===== src/hw/rtl/cone_avoid_drive_controller_macros.svh =====
// ----------------------------------------------------------------------------
// Cone avoid drive controller assertion macros
// Shared concurrent assertion forms, clocked on clk, disabled in reset.
// ----------------------------------------------------------------------------
`ifndef CONE_AVOID_DRIVE_CONTROLLER_MACROS_SVH
`define CONE_AVOID_DRIVE_CONTROLLER_MACROS_SVH

// same-cycle implication
`define CAD_ASSERT_NOW(label, clk, rst_n, ante, cons) \
  label: assert property (@(posedge clk) disable iff (!rst_n) (ante) |-> (cons)) \
    else $error("cad assertion failed");

// next-cycle implication
`define CAD_ASSERT_NEXT(label, clk, rst_n, ante, cons) \
  label: assert property (@(posedge clk) disable iff (!rst_n) (ante) |=> (cons)) \
    else $error("cad assertion failed");

`endif


===== src/hw/rtl/cad_pkg.sv =====
// ----------------------------------------------------------------------------
// Cone avoid drive controller package
// Codes, constants and shared types of the drive controller.
// ----------------------------------------------------------------------------
package cad_pkg;

  localparam logic [11:0]        DIST_RESET       = 12'd1280;
  localparam logic [3:0]         STOP_HOLD        = 4'd5;
  localparam logic [3:0]         STOP_END         = 4'd12;
  localparam logic signed [12:0] REVERSE_THROTTLE = -13'sd20;

  typedef enum logic [1:0] {
    ACT_CONE   = 2'd0,
    ACT_DECIDE = 2'd1,
    ACT_CLEAR  = 2'd2
  } action_t;

  localparam logic [1:0] SECT_LEFT   = 2'd0;
  localparam logic [1:0] SECT_FRONT  = 2'd1;
  localparam logic [1:0] SECT_RIGHT  = 2'd2;
  localparam logic [1:0] SECT_UNUSED = 2'd3;

  typedef enum logic [2:0] {
    MODE_STOP    = 3'd0,
    MODE_REVERSE = 3'd1,
    MODE_LEFT    = 3'd2,
    MODE_RIGHT   = 3'd3,
    MODE_FWD2    = 3'd4,
    MODE_FWD3    = 3'd5,
    MODE_UNSET   = 3'd6
  } mode_t;

  typedef enum logic [1:0] {
    FLAG_NONE   = 2'd0,
    FLAG_STOP   = 2'd1,
    FLAG_ADJUST = 2'd2,
    FLAG_UNSET  = 2'd3
  } flag_t;

  localparam logic [2:0] REG_BASE_SPEED     = 3'd0;
  localparam logic [2:0] REG_SPEED_STEP     = 3'd1;
  localparam logic [2:0] REG_TURN_GAIN      = 3'd2;
  localparam logic [2:0] REG_TRIM_GAIN      = 3'd3;
  localparam logic [2:0] REG_COLLISION_DIST = 3'd4;
  localparam logic [2:0] REG_NEAR_DIST      = 3'd5;
  localparam logic [2:0] REG_FAR_DIST       = 3'd6;
  localparam logic [2:0] REG_STEP_DIST      = 3'd7;

  typedef struct packed {
    logic [9:0]  base_speed;
    logic [7:0]  speed_step;
    logic [9:0]  turn_gain;
    logic [9:0]  trim_gain;
    logic [11:0] collision_dist;
    logic [11:0] near_dist;
    logic [11:0] far_dist;
    logic [11:0] step_dist;
  } cfg_t;

  typedef struct packed {
    logic [11:0] left;
    logic [11:0] front;
    logic [11:0] right;
  } dists_t;

  typedef struct packed {
    logic               stop_latched;
    logic               trim_on;
    logic [3:0]         stop_cnt;
    mode_t              mode;
    flag_t              flag;
    logic signed [12:0] throttle;
    logic signed [10:0] steer;
  } drive_t;

endpackage


===== src/hw/rtl/cad_in_if.sv =====
// ----------------------------------------------------------------------------
// Cone avoid drive controller input channel
// Valid/ready channel carrying one command word.
// ----------------------------------------------------------------------------
interface cad_in_if;
  logic        valid;
  logic        ready;
  logic [1:0]  action;
  logic [1:0]  sector;
  logic [11:0] cone_distance;

  modport source (output valid, action, sector, cone_distance, input ready);
  modport sink   (input valid, action, sector, cone_distance, output ready);
endinterface


===== src/hw/rtl/cad_out_if.sv =====
// ----------------------------------------------------------------------------
// Cone avoid drive controller result channel
// Valid/ready channel carrying one drive command word.
// ----------------------------------------------------------------------------
interface cad_out_if;
  logic               valid;
  logic               ready;
  logic signed [12:0] throttle;
  logic signed [10:0] steer;
  logic [2:0]         drive_mode;
  logic [1:0]         flag_code;

  modport source (output valid, throttle, steer, drive_mode, flag_code, input ready);
  modport sink   (input valid, throttle, steer, drive_mode, flag_code, output ready);
endinterface


===== src/hw/rtl/cad_decide.sv =====
// ----------------------------------------------------------------------------
// Cone avoid drive controller decision logic
// Classifies sector distances and forms the next drive state and command.
// ----------------------------------------------------------------------------
module cad_decide (
  input  cad_pkg::cfg_t   cfg,
  input  cad_pkg::dists_t dists,
  input  cad_pkg::drive_t cur,
  output cad_pkg::drive_t nxt
);

  logic               collide;
  logic               right_room;
  logic [14:0]        front_w;
  logic [14:0]        near_w;
  logic [14:0]        band_w;
  logic [14:0]        hi1, hi2, hi3, hi4;
  logic signed [12:0] base_s;
  logic signed [12:0] thr_k1, thr_k2, thr_k3, thr_k4, thr_k5;
  logic signed [10:0] turn_s;
  logic signed [10:0] trim_s;
  logic [10:0]        step_w;

  assign collide    = (dists.front < cfg.collision_dist) || (dists.right < cfg.collision_dist)
                      || (dists.left < cfg.collision_dist);
  assign right_room = dists.right >= dists.left;

  assign front_w = {3'd0, dists.front};
  assign near_w  = {3'd0, cfg.near_dist};
  assign band_w  = {3'd0, cfg.step_dist};
  assign hi1     = near_w + band_w;
  assign hi2     = near_w + (band_w << 1);
  assign hi3     = near_w + (band_w << 1) + band_w;
  assign hi4     = near_w + (band_w << 2);

  assign step_w  = {3'd0, cfg.speed_step};
  assign base_s  = $signed({3'd0, cfg.base_speed});
  assign thr_k1  = base_s + $signed({2'd0, step_w});
  assign thr_k2  = base_s + $signed({2'd0, step_w << 1});
  assign thr_k3  = base_s + $signed({2'd0, (step_w << 1) + step_w});
  assign thr_k4  = base_s + $signed({2'd0, step_w << 2});
  assign thr_k5  = base_s + $signed({2'd0, (step_w << 2) + step_w});
  assign turn_s  = $signed({1'b0, cfg.turn_gain});
  assign trim_s  = $signed({1'b0, cfg.trim_gain});

  always_comb begin
    nxt = cur;
    if (collide) begin
      nxt.stop_latched = 1'b1;
      nxt.trim_on      = 1'b0;
      nxt.flag         = cad_pkg::FLAG_STOP;
    end else if (dists.front < cfg.near_dist) begin
      nxt.trim_on = 1'b0;
      nxt.mode    = right_room ? cad_pkg::MODE_RIGHT : cad_pkg::MODE_LEFT;
      nxt.flag    = cad_pkg::FLAG_NONE;
    end else if (dists.front < cfg.far_dist) begin
      nxt.mode    = cad_pkg::MODE_FWD2;
      nxt.flag    = cad_pkg::FLAG_ADJUST;
      nxt.trim_on = 1'b1;
    end else begin
      nxt.mode    = cad_pkg::MODE_FWD3;
      nxt.flag    = cad_pkg::FLAG_ADJUST;
      nxt.trim_on = 1'b1;
    end

    if (nxt.stop_latched) begin
      if (cur.stop_cnt < cad_pkg::STOP_HOLD) begin
        nxt.mode     = cad_pkg::MODE_STOP;
        nxt.throttle = '0;
        nxt.steer    = '0;
        nxt.stop_cnt = cur.stop_cnt + 4'd1;
      end else if (cur.stop_cnt < cad_pkg::STOP_END) begin
        nxt.mode     = cad_pkg::MODE_REVERSE;
        nxt.throttle = cad_pkg::REVERSE_THROTTLE;
        nxt.steer    = '0;
        nxt.stop_cnt = cur.stop_cnt + 4'd1;
      end else begin
        nxt.mode         = cad_pkg::MODE_REVERSE;
        nxt.stop_latched = 1'b0;
        nxt.stop_cnt     = 4'd1;
      end
    end else begin
      case (nxt.mode)
        cad_pkg::MODE_LEFT: begin
          nxt.throttle = base_s;
          nxt.steer    = turn_s;
        end
        cad_pkg::MODE_RIGHT: begin
          nxt.throttle = base_s;
          nxt.steer    = -turn_s;
        end
        cad_pkg::MODE_FWD3: begin
          nxt.throttle = thr_k5;
          nxt.steer    = '0;
        end
        cad_pkg::MODE_FWD2: begin
          nxt.steer = '0;
          if (front_w >= near_w && front_w < hi1) begin
            nxt.throttle = thr_k1;
          end else if (front_w >= hi1 && front_w < hi2) begin
            nxt.throttle = thr_k2;
          end else if (front_w >= hi2 && front_w < hi3) begin
            nxt.throttle = thr_k3;
          end else if (front_w >= hi3 && front_w < hi4) begin
            nxt.throttle = thr_k4;
          end
        end
        default: begin
          nxt.throttle = cur.throttle;
        end
      endcase
    end

    if (nxt.trim_on) begin
      nxt.steer = right_room ? -trim_s : trim_s;
    end
  end

endmodule


===== src/hw/rtl/cone_avoid_drive_controller.sv =====
// ----------------------------------------------------------------------------
// Cone avoid drive controller
// Tracks nearest cone per sector and issues throttle/steer commands.
//
//   channel  | dir | handshake     | word
//   in_word  | in  | valid/ready   | action, sector, cone_distance
//   out_word | out | valid/ready   | throttle, steer, drive_mode, flag_code
//   cfg_*    | in  | write enable  | cfg_index, cfg_wdata
//
// One word per cycle while no decide word waits; a decide word is taken
// into the input register, then decision logic fills the result register.
// Only a decide word waits on a full result register; other words pass.
// Reset is synchronous: distances 1280, mode unset, flag unset, registers
// at their defaults.
// ----------------------------------------------------------------------------
`include "cone_avoid_drive_controller_macros.svh"

module cone_avoid_drive_controller (
  input  logic             clk,
  input  logic             rst_n,
  cad_in_if.sink           in_word,
  cad_out_if.source        out_word,
  input  logic             cfg_we,
  input  logic [2:0]       cfg_index,
  input  logic [11:0]      cfg_wdata
);

  cad_pkg::cfg_t   cfg_r;
  logic            in_valid_r;
  logic [1:0]      act_r;
  logic [1:0]      sect_r;
  logic [11:0]     cone_r;
  logic [11:0]     dist_r [3];
  cad_pkg::drive_t drive_r;
  cad_pkg::drive_t drive_nxt;
  cad_pkg::dists_t dists;
  logic            out_valid_r;
  logic signed [12:0] out_throttle_r;
  logic signed [10:0] out_steer_r;
  logic [2:0]      out_mode_r;
  logic [1:0]      out_flag_r;
  logic            is_decide;
  logic            out_free;
  logic            adv;

  assign is_decide = act_r == cad_pkg::ACT_DECIDE;
  assign out_free  = !out_valid_r || out_word.ready;
  assign adv       = in_valid_r && (!is_decide || out_free);
  assign in_word.ready = !in_valid_r || adv;

  assign dists = '{left: dist_r[0], front: dist_r[1], right: dist_r[2]};

  cad_decide u_decide (
    .cfg   (cfg_r),
    .dists (dists),
    .cur   (drive_r),
    .nxt   (drive_nxt)
  );

  always_ff @(posedge clk) begin
    if (!rst_n) begin
      cfg_r.base_speed     <= 10'd256;
      cfg_r.speed_step     <= 8'd0;
      cfg_r.turn_gain      <= 10'd141;
      cfg_r.trim_gain      <= 10'd26;
      cfg_r.collision_dist <= 12'd26;
      cfg_r.near_dist      <= 12'd448;
      cfg_r.far_dist       <= 12'd806;
      cfg_r.step_dist      <= 12'd256;
    end else if (cfg_we) begin
      case (cfg_index)
        cad_pkg::REG_BASE_SPEED:     cfg_r.base_speed     <= cfg_wdata[9:0];
        cad_pkg::REG_SPEED_STEP:     cfg_r.speed_step     <= cfg_wdata[7:0];
        cad_pkg::REG_TURN_GAIN:      cfg_r.turn_gain      <= cfg_wdata[9:0];
        cad_pkg::REG_TRIM_GAIN:      cfg_r.trim_gain      <= cfg_wdata[9:0];
        cad_pkg::REG_COLLISION_DIST: cfg_r.collision_dist <= cfg_wdata;
        cad_pkg::REG_NEAR_DIST:      cfg_r.near_dist      <= cfg_wdata;
        cad_pkg::REG_FAR_DIST:       cfg_r.far_dist       <= cfg_wdata;
        cad_pkg::REG_STEP_DIST:      cfg_r.step_dist      <= cfg_wdata;
        default: cfg_r <= cfg_r;
      endcase
    end
  end

  always_ff @(posedge clk) begin
    if (!rst_n) begin
      in_valid_r <= 1'b0;
    end else if (in_word.ready) begin
      in_valid_r <= in_word.valid;
    end
    if (in_word.valid && in_word.ready) begin
      act_r  <= in_word.action;
      sect_r <= in_word.sector;
      cone_r <= in_word.cone_distance;
    end
  end

  always_ff @(posedge clk) begin
    if (!rst_n) begin
      dist_r[0]             <= cad_pkg::DIST_RESET;
      dist_r[1]             <= cad_pkg::DIST_RESET;
      dist_r[2]             <= cad_pkg::DIST_RESET;
      drive_r.stop_latched  <= 1'b0;
      drive_r.trim_on       <= 1'b0;
      drive_r.stop_cnt      <= 4'd0;
      drive_r.mode          <= cad_pkg::MODE_UNSET;
      drive_r.flag          <= cad_pkg::FLAG_UNSET;
      drive_r.throttle      <= '0;
      drive_r.steer         <= '0;
    end else if (adv) begin
      case (act_r)
        cad_pkg::ACT_CONE: begin
          if (sect_r != cad_pkg::SECT_UNUSED && cone_r < dist_r[sect_r]) begin
            dist_r[sect_r] <= cone_r;
          end
        end
        cad_pkg::ACT_DECIDE: begin
          drive_r <= drive_nxt;
        end
        cad_pkg::ACT_CLEAR: begin
          dist_r[0] <= cad_pkg::DIST_RESET;
          dist_r[1] <= cad_pkg::DIST_RESET;
          dist_r[2] <= cad_pkg::DIST_RESET;
        end
        default: drive_r <= drive_r;
      endcase
    end
  end

  always_ff @(posedge clk) begin
    if (!rst_n) begin
      out_valid_r <= 1'b0;
    end else if (adv && is_decide) begin
      out_valid_r <= 1'b1;
    end else if (out_word.ready) begin
      out_valid_r <= 1'b0;
    end
    if (adv && is_decide) begin
      out_throttle_r <= drive_nxt.throttle;
      out_steer_r    <= drive_nxt.steer;
      out_mode_r     <= drive_nxt.mode;
      out_flag_r     <= drive_nxt.flag;
    end
  end

  assign out_word.valid      = out_valid_r;
  assign out_word.throttle   = out_throttle_r;
  assign out_word.steer      = out_steer_r;
  assign out_word.drive_mode = out_mode_r;
  assign out_word.flag_code  = out_flag_r;

  `CAD_ASSERT_NOW(a_cnt_bound, clk, rst_n, 1'b1, drive_r.stop_cnt <= cad_pkg::STOP_END)
  `CAD_ASSERT_NOW(a_cnt_idle, clk, rst_n, !drive_r.stop_latched, drive_r.stop_cnt <= 4'd1)
  `CAD_ASSERT_NOW(a_dist_bound, clk, rst_n, 1'b1,
    dist_r[0] <= cad_pkg::DIST_RESET && dist_r[1] <= cad_pkg::DIST_RESET && dist_r[2] <= cad_pkg::DIST_RESET)
  `CAD_ASSERT_NEXT(a_decide_out, clk, rst_n, adv && is_decide, out_valid_r)
  `CAD_ASSERT_NOW(a_stop_zero, clk, rst_n, out_valid_r && out_mode_r == cad_pkg::MODE_STOP,
    out_throttle_r == 13'sd0 && out_steer_r == 11'sd0 || drive_r.trim_on)

endmodule


===== src/flat_wrapper.sv =====
// flat-port wrapper written by rule: the top's interface ports become plain ports
module cone_avoid_drive_controller_flat 
  (clk, rst_n, cfg_we, cfg_index, cfg_wdata, in_word_valid, in_word_action, in_word_sector, in_word_cone_distance, in_word_ready, out_word_valid, out_word_throttle, out_word_steer, out_word_drive_mode, out_word_flag_code, out_word_ready);
  cad_in_if in_word_i ();
  cad_out_if out_word_i ();
  input  logic clk;
  input  logic rst_n;
  input  logic cfg_we;
  input  logic [2:0] cfg_index;
  input  logic [11:0] cfg_wdata;
  input wire logic [$bits(in_word_i.valid)-1:0] in_word_valid;
  input wire logic [$bits(in_word_i.action)-1:0] in_word_action;
  input wire logic [$bits(in_word_i.sector)-1:0] in_word_sector;
  input wire logic [$bits(in_word_i.cone_distance)-1:0] in_word_cone_distance;
  output wire logic [$bits(in_word_i.ready)-1:0] in_word_ready;
  output wire logic [$bits(out_word_i.valid)-1:0] out_word_valid;
  output wire logic [$bits(out_word_i.throttle)-1:0] out_word_throttle;
  output wire logic [$bits(out_word_i.steer)-1:0] out_word_steer;
  output wire logic [$bits(out_word_i.drive_mode)-1:0] out_word_drive_mode;
  output wire logic [$bits(out_word_i.flag_code)-1:0] out_word_flag_code;
  input wire logic [$bits(out_word_i.ready)-1:0] out_word_ready;
  assign in_word_i.valid = in_word_valid;
  assign in_word_i.action = in_word_action;
  assign in_word_i.sector = in_word_sector;
  assign in_word_i.cone_distance = in_word_cone_distance;
  assign in_word_ready = in_word_i.ready;
  assign out_word_valid = out_word_i.valid;
  assign out_word_throttle = out_word_i.throttle;
  assign out_word_steer = out_word_i.steer;
  assign out_word_drive_mode = out_word_i.drive_mode;
  assign out_word_flag_code = out_word_i.flag_code;
  assign out_word_i.ready = out_word_ready;
  cone_avoid_drive_controller u_core (.clk(clk), .rst_n(rst_n), .in_word(in_word_i), .out_word(out_word_i), .cfg_we(cfg_we), .cfg_index(cfg_index), .cfg_wdata(cfg_wdata));
endmodule

===== config.mk =====
export PLATFORM = sky130hd
export DESIGN_NAME = cone_avoid_drive_controller_flat
export DESIGN_NICKNAME = d
export VERILOG_FILES = /design/src/hw/rtl/cad_pkg.sv /design/src/hw/rtl/cad_in_if.sv /design/src/hw/rtl/cad_out_if.sv /design/src/hw/rtl/cad_decide.sv /design/src/hw/rtl/cone_avoid_drive_controller.sv /design/src/flat_wrapper.sv
export VERILOG_INCLUDE_DIRS = /design/src /design/src/hw/rtl
export SDC_FILE = /design/constraint.sdc
export NUM_CORES = 1
export LEC_CHECK = 0
export BUFFER_PORTS_ARGS = -buffer_cell sky130_fd_sc_hd__buf_2
export CORE_UTILIZATION = 32
export DETAILED_ROUTE_END_ITERATION = 12
export SLEW_MARGIN = 20
export SYNTH_ARGS = -nofsm -noshare
export SYNTH_HDL_FRONTEND = slang
export SYNTH_HIERARCHICAL = 1
export SYNTH_SLANG_ARGS = --single-unit
export TNS_END_PERCENT = 100

===== constraint.sdc =====
create_clock -name clk -period 8.43 [get_ports clk]
set_input_delay 2.529 -clock clk [delete_from_list [all_inputs] [get_ports clk]]
set_output_delay 2.529 -clock clk [all_outputs]
set_load 0.03 [all_outputs]

==> reports/qor.yml, run 1 <==
pwr:
  clkPwrFrac_pct: 38.8
  p_leak_nw: 7.51
  p_int_mw: 1.98
  irDropWorstVdd_mv: 0.161
  seqPwrFrac_pct: 41.4
  power_frac_comb_pct: 19.8
  power-per-cell-area_nw_per_um2: 156
  sw_frac_of_total_pct: 29.9
  p_switching_mw: 0.844
worst_setup_path:
  r2r-start: "u_core/cfg_r[1]$_SDFFE_PN0P_"
  crit_family: "compound AO/OA/AOI/OAI gates"
  required_ps: 8810
  path_cells: "ha_1 -> a211oi_1 -> nor2_1 -> or3_2 -> a21oi_1 -> nor2b_1 -> o21a_1 -> nor2_1 -> xnor2_1 -> ha_1 -> o211a_1 -> a221o_1 -> xnor2_1 -> ha_1 -> nand3_1 -> or2_2 -> o31ai_1 -> o21a_1 -> a21boi_0 -> a21oi_2 -> o21ai_1 -> a31o_2 -> nand2_1 -> a21oi_1"
  critPathBufInv: 0
  worst_path_max_delay_cell: "dfxtp_1"
  max_stage_delay_ps: 600
  cp-end-kind: "register"
  critPathKind: "reg -> reg"
  cp_max_fo: 11
  arrival_ps: 6420
  worst_setup_path_start_kind: "register"
  startpoint: "u_core/cfg_r[1]$_SDFFE_PN0P_"
  cp_common_cell: "ha_1"
placement:
  dpl_worst_slack_ps: 2440
  gp_congestion: 0.919
  portBuffers: 66
  post-dp-hpwl_um: 36400
detailed_routing:
  drt_iter0_drc: 1016
  wl_per_cell_um: 18.5
  final_antenna_net_count: 0
  wirelength_um: 48000
  dr.pass1.iters: 5
  routed-wl-met3_um: 3120
  top_layer_used: "met4"
  vias: 14000
  wl_met1_um: 22200
  drc: 0
  wl_met2_um: 21700
  vias_per_cell: 5.40
floorplanning:
  dieArea_um2: 51700
  die_w_um: 227
  io_pins: 67
  die_y_um: 227
  std_cell_rows: 82
  start_util_pct: 32.4
  core_area_um2: 50200
clock_network:
  cts_max_level: 1
  cts-root-buf: "clkbuf_16"
  clk_pin_slew_ps: 60
  cts_setup_buffers: 0
  cts_hold_buffers: 0
  ctsLongestPathBuffers: 3
  cts_tree: "built"
  cts_resized: 0
  cts_buffers: 25
  clk_latency_ps: 550
  cts_sinks: 215
outcome:
  outcome: "completed"
timing:
  timing.setup.tns_ps: 0
  max-slew-margin-rel_pct: 24.5
  tightest_slew_ps: 1130
  period_needed_ps: 6040
  skew_ps: 18.2
  hold_viol: 0
  fmax_ghz: 0.166
  maxSlewViolCount: 0
  rsz0062_at_grt: "false"
  fin_crit_sh_pct: 71.6
  finalSetupViolCount: 0
  setup_slack_ps: 2390
global_route:
  grt_max_degree: 99
  antenna_found_initial: 1
  grtUsageTotal_pct: 18.4
  grt-ovfl-total: 0
  grt_pass1_vias: 13600
  grt_pass1_wl_um: 74900
layout:
  final_common_cell: "nand2_1"
  syn_to_final_growth_pct: 11.5
  drive_above_1_share_pct: 9.15
  fillCellCount: 5066
  multiInputGateArea_um2: 10300
  final_cell_mix: "320 x nand2_1, 216 x ha_1, 211 x a21oi_1"
  final_nets: 2180
  seqCellArea_um2: 5240
yosys:
  avgSynthCellArea_um2: 8.79
  synthCells: 1850
  ys_warn_count: 6
  synthesis.area_um2: 16300
min_path:
  min-delay-path-class: "reg -> reg"
  min_from: "u_core/cfg_r[46]$_SDFFE_PN0P_"
flow_run:
  max_cap_viol_count: 0
[stage by stage]
step | instance area, um^2 | util, % | total power [mW] | std cells | hold WS, ps
floorplan | 16300 | - | 1.57 | 1861 | 436
global placement | 17300 | 34.5 | 1.72 | 2550 | 442
detailed placement | 17300 | 34.5 | 1.74 | 2550 | 447
CTS | 18100 | 36.1 | 2.83 | 2596 | 455
global route | 18100 | 36.1 | 2.94 | 2596 | 465
finish | 18100 | 36.1 | 2.82 | 2597 | 455
[state kept, by name, summed over array words and instances, names as in the netlist, 3 cells and up, named ones only]
| register | cells |
|---|---|
| u_core/cfg_r | 86 |
| u_core/cone_r | 12 |
| u_core/dist_r | 48 |
| u_core/drive_r | 32 |
| u_core/out_word.drive_mode | 3 |
| u_core/out_word.steer | 11 |
| u_core/out_word.throttle | 13 |
[layout make-up]
type                    instances  area share (%)
well taps                     672            4.64
clock inverters                 9           0.442
repair buffers                 79            2.38
diodes                          1          0.0138
clock buffers                  37            4.15
multi-input cells            1461            57.0
inverters                     123            2.55
flip-flops and latches        215            28.9
[worst min-delay path, delay by kind of cell (launching register included)]
family	cells	cell delay, ps
simple gates	1	50
flops	1	310
compound gates	1	50
[final timing paths]
check	end	slack (ps)	cells past startpoint
setup / recovery	u_core/drive_r[22]$_SDFFE_PN0P_	2390	24
hold / removal	u_core/cfg_r[46]$_SDFFE_PN0P_	460	2
setup reg to reg	u_core/drive_r[22]$_SDFFE_PN0P_	2390	24
hold reg to reg	u_core/cfg_r[46]$_SDFFE_PN0P_	460	2
[per-layer routing]
metal  GRT usage (%)  vias to the layer above
li1                -                     6745
met1            25.6                     6776
met2            30.1                      440
met3            2.49                       65
met4            4.07                        0
met5               0                        -
[power groups by stage]
stage               Combinational, mW  Sequential (mW)  Clock, mW
global route                    0.611             1.17       1.15
finish                          0.558             1.17       1.10
global placement                0.533             1.19          0
floorplan                       0.397             1.18          0
detailed placement              0.544             1.19          0
CTS                             0.548             1.17       1.11
Note: power is estimated with default switching activity, not from simulation.
==> run 2, diff against run 1 <==
clock period = 5.9 ns   (was 8.43 ns; I/O delays follow)
==> run 2 against run 1 <==
Compared with the run above:
- hold slack lost 1.3 ps
- register-to-register slack lost 2000 ps
- non-clock buffer count grew 10
- sequential cell count is the same
- highest routed layer is now met5
==> reports/qor.yml, run 2 (synthesis results as in run 1) <==
timing:
  fin_crit_sh_pct: 93.4  # was 71.6%
  skew_ps: 14.3  # was 18.2 ps
  maxSlewViolCount: 0  # unchanged
  hold_viol: 0  # unchanged
  timing.setup.tns_ps: 0  # unchanged
  period_needed_ps: 5510  # was 6040 ps
  finalSetupViolCount: 0  # unchanged
  max-slew-margin-rel_pct: 24.0  # was 24.5%
  fmax_ghz: 0.182  # was 0.166 GHz
  rsz0062_at_grt: "false"  # unchanged
  tightest_slew_ps: 1140  # was 1130 ps
  whs_ps: 454  # was 455 ps
worst_setup_path:
  required_ps: 6370  # was 8810 ps
  critPathKind: "reg -> reg"  # unchanged
  arrival_ps: 5980  # was 6420 ps
  max_stage_delay_ps: 450  # was 600 ps
  worst_setup_path_start_kind: "register"  # unchanged
  cp-end-kind: "register"  # unchanged
  worst_path_max_delay_cell: "or3_2"  # was dfxtp_1
  cp_max_fo: 11  # unchanged
  r2r_setup_slack_ps: 390  # was 2390 ps
layout:
  finalNonFillerCells: 2606  # was 2597
  syn_to_final_growth_pct: 12.3  # was 11.5%
  final_nets: 2190  # was 2180
  largest_reg_flops: 86  # unchanged
  largestRegisters: "u_core/cfg_r (86), u_core/dist_r (48), u_core/drive_r (32)"  # unchanged
  antenna_cells: 0  # was 1
  final_cell_mix: "320 x nand2_1, 216 x ha_1, 208 x a21oi_1"  # was 320 x nand2_1, 216 x ha_1, 211 x a21oi_1
  final_common_cell: "nand2_1"  # unchanged
  top_register: "u_core/cfg_r"  # unchanged
  drive_above_1_share_pct: 10.1  # was 9.15%
placement:
  gp_congestion: 0.932  # was 0.919
  portBuffers: 66  # unchanged
  placed_cells: 2560  # was 2550
  post-dp-hpwl_um: 36700  # was 36400 um
floorplanning:
  core_area_um2: 50200  # unchanged
  std_cell_rows: 82  # unchanged
  dieArea_um2: 51700  # unchanged
  start_util_pct: 32.4  # unchanged
  die_w_um: 227  # unchanged
  die_y_um: 227  # unchanged
  io_pins: 67  # unchanged
pwr:
  p_switching_mw: 1.26  # was 0.844 mW
  p_int_mw: 2.84  # was 1.98 mW
  clkPwrFrac_pct: 39.1  # was 38.8%
  p_total_mw: 4.09  # was 2.82 mW
  power-per-cell-area_nw_per_um2: 224  # was 156 nW/um^2
  seqPwrFrac_pct: 40.6  # was 41.4%
  power_frac_comb_pct: 20.2  # was 19.8%
  p_leak_nw: 7.57  # was 7.51 nW
  sw_frac_of_total_pct: 30.7  # was 29.9%
  irDropWorstVdd_mv: 0.264  # was 0.161 mV
global_route:
  grt_pass1_wl_um: 74500  # was 74900 um
  antenna_found_initial: 3  # was 1
  grtUsageTotal_pct: 18.4  # about the same
  grt_max_degree: 99  # unchanged
  grt-ovfl-total: 0  # unchanged
  grt_pass1_vias: 13600  # about the same
detailed_routing:
  wirelength_um: 48400  # was 48000 um
  drt_iter0_drc: 1114  # was 1016
  wl_per_cell_um: 18.6  # was 18.5 um
  vias: 14200  # was 14000
  dr.pass1.iters: 5  # unchanged
  vias_per_cell: 5.43  # was 5.40
  drc: 0  # unchanged
  final_antenna_net_count: 0  # unchanged
clock_network:
  clk_pin_slew_ps: 70  # was 60 ps
  cts_sinks: 215  # unchanged
  clk_latency_ps: 560  # was 550 ps
  cts_buffers: 25  # unchanged
  cts_tree: "built"  # unchanged
  ctsLongestPathBuffers: 3  # unchanged
  cts_hold_buffers: 0  # unchanged
  cts-root-buf: "clkbuf_16"  # unchanged
  cts_max_level: 1  # unchanged
flow_run:
  max_cap_viol_count: 0  # unchanged
outcome:
  outcome: "completed"  # unchanged
min_path:
  min-delay-path-class: "reg -> reg"  # unchanged
==> run 2: cell count changes in the layout (fill, tap and decap cells not counted), moves of 2 or more <==
| cell | before | now |
|---|---|---|
| inv_4 | 0 | 4 |
| clkinv_2 | 4 | 2 |
| clkbuf_8 | 6 | 3 |
| buf_4 | 12 | 22 |
| a21oi_1 | 211 | 208 |
| a21oi_2 | 1 | 4 |
| clkinvlp_4 | 0 | 2 |
==> run 2: what timing repair did <==
item / in CTS / in global routing
setup buffers: 0 / 0
setup endpoints to repair: 0 / 24
gates resized for setup: 0 / 9
==> run 2: final cells by class <==
type | instances | area (um^2)
Sequential cell | 215 | 5240
Clock buffer | 34 | 732
Clock inverter | 12 | 115
Timing Repair Buffer | 89 | 507
Tap cell | 672 | 841
Multi-Input combinational cell | 1461 | 10400
Inverter | 123 | 464
Fill cell | 5063 | 31900
==> run 2: worst paths after layout <==
path | from | to | cells past startpoint
worst max-delay path | u_core/cfg_r[2]$_SDFFE_PN0P_ | u_core/drive_r[17]$_SDFFE_PN0P_ | 25
worst min-delay path | u_core/cfg_r[42]$_SDFFE_PN0P_ | u_core/cfg_r[42]$_SDFFE_PN0P_ | 2
worst max register to register | u_core/cfg_r[2]$_SDFFE_PN0P_ | u_core/drive_r[17]$_SDFFE_PN0P_ | 25
worst min register to register | u_core/cfg_r[42]$_SDFFE_PN0P_ | u_core/cfg_r[42]$_SDFFE_PN0P_ | 2
==> run 2: metal layers <==
metal  track usage (%)  vias up  part of all wire, %
met5                 0        -                0.048
met4              6.39        4                  3.5
met3              3.48      104                  7.5
met2              29.1      485                   44
met1              25.0     6789                   45
li1                  -     6768                    -
==> run 2: power by group through the flow <==
stage / combinational, mW / clock [mW] / sequential (mW)
CTS: 0.798 / 1.63 / 1.66
global placement: 0.774 / 0 / 1.69
detailed placement: 0.793 / 0 / 1.70
finish: 0.827 / 1.60 / 1.66
floorplan: 0.568 / 0 / 1.68
global route: 0.905 / 1.69 / 1.67
==> run 2: metrics by stage <==
stage / cell area [um^2] / utilization (%) / setup WS (ps)
after floorplan: 16300 / - / 770
after detailed placement: 17400 / 34.6 / 230
after global placement: 17400 / 34.6 / 345
final: 18300 / 36.4 / 391
after global routing: 18300 / 36.4 / 63.0
after CTS: 18200 / 36.3 / 183
==> run 2: worst max-delay path: cells and delay by family, from the launching register on <==
family | cells | cell delay (ps)
XOR/XNOR | 2 | 330
buffers and inverters | 1 | 210
flip-flops | 1 | 440
adder cells (fa/ha/maj) | 3 | 940
AO/OA/AOI/OAI | 11 | 2210
AND/OR/NAND/NOR | 8 | 1290
==> run 3, diff against run 2 <==
CELL_PAD_IN_SITES_DETAIL_PLACEMENT = 0   (was default)
CELL_PAD_IN_SITES_GLOBAL_PLACEMENT = 2   (was default)
CTS_CLUSTER_DIAMETER = 80   (was default)
PLACE_DENSITY_LB_ADDON = 0.1   (was default)
==> run 3 against run 2 <==
Compared with the run above:
- clock power about the same
- global-route usage up 2.4 points
- sequential cell count unchanged
- sequential share of layout area down 0.18 points
- register-to-register slack about the same
- critical path depth up 1
- largest cell class unchanged
- non-clock buffer count up 17
- die area unchanged
- first-iteration DRC count down 28%
- utilization up 0.23 points
==> reports/qor.yml, run 3 (synthesis results as in run 1) <==
outcome:
  outcome: "completed"  # unchanged
floorplanning:
  die_y_um: 227  # unchanged
  start_util_pct: 32.4  # unchanged
  std_cell_rows: 82  # unchanged
  io_pins: 67  # unchanged
  die_w_um: 227  # unchanged
  dieArea_um2: 51700  # unchanged
  core_area_um2: 50200  # unchanged
pwr:
  power-per-cell-area_nw_per_um2: 224  # about the same
  p_leak_nw: 7.65  # was 7.57 nW
  irDropWorstVdd_mv: 0.181  # was 0.264 mV
clock_network:
  cts_max_level: 1  # unchanged
  cts_hold_buffers: 0  # unchanged
  ctsLongestPathBuffers: 3  # unchanged
  cts_resized: 0  # unchanged
  cts_buffers: 27  # was 25
  cts_tree: "built"  # unchanged
  cts_setup_buffers: 0  # unchanged
  cts-root-buf: "clkbuf_16"  # unchanged
  clk_pin_slew_ps: 60  # was 70 ps
  clk_latency_ps: 550  # was 560 ps
  cts_sinks: 215  # unchanged
placement:
  portBuffers: 66  # unchanged
  gp_congestion: 0.840  # was 0.932
  post-dp-hpwl_um: 40900  # was 36700 um
detailed_routing:
  wl_per_cell_um: 20.2  # was 18.6 um
  wirelength_um: 53000  # was 48400 um
  drt_iter0_drc: 798  # was 1114
  drc: 0  # unchanged
  vias_per_cell: 5.20  # was 5.43
  vias: 13600  # was 14200
  dr.pass1.iters: 5  # unchanged
  final_antenna_net_count: 0  # unchanged
layout:
  final_common_cell: "nand2_1"  # unchanged
  final_core_util_pct: 36.6  # was 36.4%
  top_register: "u_core/cfg_r"  # unchanged
  syn_to_final_growth_pct: 13.0  # was 12.3%
  final_cell_mix: "320 x nand2_1, 216 x ha_1, 208 x a21oi_1"  # unchanged
  final_nets: 2209  # was 2190
  largestRegisters: "u_core/cfg_r (86), u_core/dist_r (48), u_core/drive_r (32)"  # unchanged
  antenna_cells: 0  # unchanged
  largest_reg_flops: 86  # unchanged
  drive_above_1_share_pct: 10.9  # was 10.1%
worst_setup_path:
  max_stage_delay_ps: 450  # about the same
  r2r_setup_slack_ps: 400  # was 390 ps
  reg2reg_depth: 26  # was 25
  worst_path_max_delay_cell: "or3_2"  # unchanged
  cp_max_fo: 11  # unchanged
  critPathKind: "reg -> reg"  # unchanged
  crit_family: "compound AO/OA/AOI/OAI gates"  # unchanged
  arrival_ps: 5980  # about the same
  critPathBufInv: 2  # was 1
  required_ps: 6380  # was 6370 ps
  worst_setup_path_start_kind: "register"  # unchanged
  r2r-start: "u_core/cfg_r[1]$_SDFFE_PN0P_"  # was u_core/cfg_r[2]$_SDFFE_PN0P_
  crit_cells: 26  # was 25
  cp_common_cell: "ha_1"
  r2r-end: "u_core/drive_r[22]$_SDFFE_PN0P_"  # was u_core/drive_r[17]$_SDFFE_PN0P_
  cp-end-kind: "register"  # unchanged
timing:
  max-slew-margin-rel_pct: 31.1  # was 24.0%
  skew_ps: 14.1  # was 14.3 ps
  fin_crit_sh_pct: 93.2  # was 93.4%
  period_needed_ps: 5500  # was 5510 ps
  tightest_slew_ps: 1030  # was 1140 ps
  timing.setup.tns_ps: 0  # unchanged
  finalSetupViolCount: 0  # unchanged
  maxSlewViolCount: 0  # unchanged
  whs_ps: 455  # was 454 ps
  fmax_ghz: 0.182  # about the same
  hold_viol: 0  # unchanged
min_path:
  holdPathStages: 2  # unchanged
  min_from: "u_core/drive_r[10]$_SDFFE_PN0P_"  # was u_core/cfg_r[42]$_SDFFE_PN0P_
  min_to: "u_core/drive_r[10]$_SDFFE_PN0P_"  # was u_core/cfg_r[42]$_SDFFE_PN0P_
  min-delay-path-class: "reg -> reg"  # unchanged
global_route:
  antenna_found_initial: 4  # was 3
  grt_pass1_vias: 13700  # was 13600
  grtUsageTotal_pct: 20.8  # was 18.4%
  grt_max_degree: 63  # was 99
  grt-ovfl-total: 0  # unchanged
  grt_pass1_wl_um: 81500  # was 74500 um
flow_run:
  max_cap_viol_count: 0  # unchanged
==> run 3: cell count changes in the layout (fill, tap and decap cells not counted), moves of 3 or more <==
cell,previous run,this run
buf_4,22,40
clkbuf_8,3,0
clkinv_1,1,4
clkinv_2,2,10
inv_4,4,0
==> run 3: worst register-to-register path: cells and delay by family (launching register included) <==
family / cells / cell delay [ps]
XOR/XNOR: 2 / 350
AO/OA/AOI/OAI: 11 / 2140
flip-flops: 1 / 310
adder cells (fa/ha/maj): 3 / 920
buffers and inverters: 2 / 370
AND/OR/NAND/NOR: 8 / 1350
==> run 3: where the power goes <==
| part | leakage (nW) | internal, mW | switching [mW] | total [mW] |
|---|---|---|---|---|
| clock network | 0.414 | 0.923 | 0.687 | 1.61 |
| registers | 1.88 | 1.61 | 0.0532 | 1.66 |
| logic | 5.35 | 0.314 | 0.531 | 0.846 |
==> run 3: worst max-delay path by stage <==
| stage | from | to | slack, ps |
|---|---|---|---|
| CTS | u_core/cfg_r[1]$_SDFFE_PN0P_ | u_core/drive_r[19]$_SDFFE_PN0P_ | 310 |
| floorplan | u_core/cfg_r[1]$_SDFFE_PN0P_ | u_core/drive_r[17]$_SDFFE_PN0P_ | 770 |
| global route | u_core/cfg_r[25]$_SDFFE_PN0P_ | u_core/drive_r[12]$_SDFFE_PN0P_ | -20 |
| detailed placement | u_core/cfg_r[2]$_SDFFE_PN0P_ | u_core/drive_r[14]$_SDFFE_PN0P_ | 370 |
| finish | u_core/cfg_r[1]$_SDFFE_PN0P_ | u_core/drive_r[22]$_SDFFE_PN0P_ | 400 |
| global placement | u_core/cfg_r[1]$_SDFFE_PN0P_ | u_core/drive_r[18]$_SDFFE_PN0P_ | 430 |
==> run 3: through the flow <==
stage	total power, mW	instance area (um^2)	setup slack (ps)	instances
2_1_floorplan	2.25	16300	770	1861
3_3_place_gp	2.53	17500	427	2577
3_5_place_dp	2.53	17500	373	2577
4_1_cts	4.17	18300	311	2626
5_1_grt	4.33	18400	-17.9	2626
6_report	4.11	18400	403	2626
==> run 3: cell type report <==
class / instances / area [um^2]
Fill cell: 5175 / 31800
Sequential cell: 215 / 5240
Tap cell: 672 / 841
Inverter: 123 / 463
Clock inverter: 20 / 160
Clock buffer: 29 / 683
Multi-Input combinational cell: 1461 / 10400
Timing Repair Buffer: 106 / 631
==> run 3: metal layers <==
layer  global-route usage, %  up-vias  part of all wire, %
met2                    33.8      195                   45
met5                       0        -                 0.10
li1                        -     6808                    -
met4                    4.85        8                  1.9
met1                    29.4     6579                   49
met3                    2.50       55                  3.4
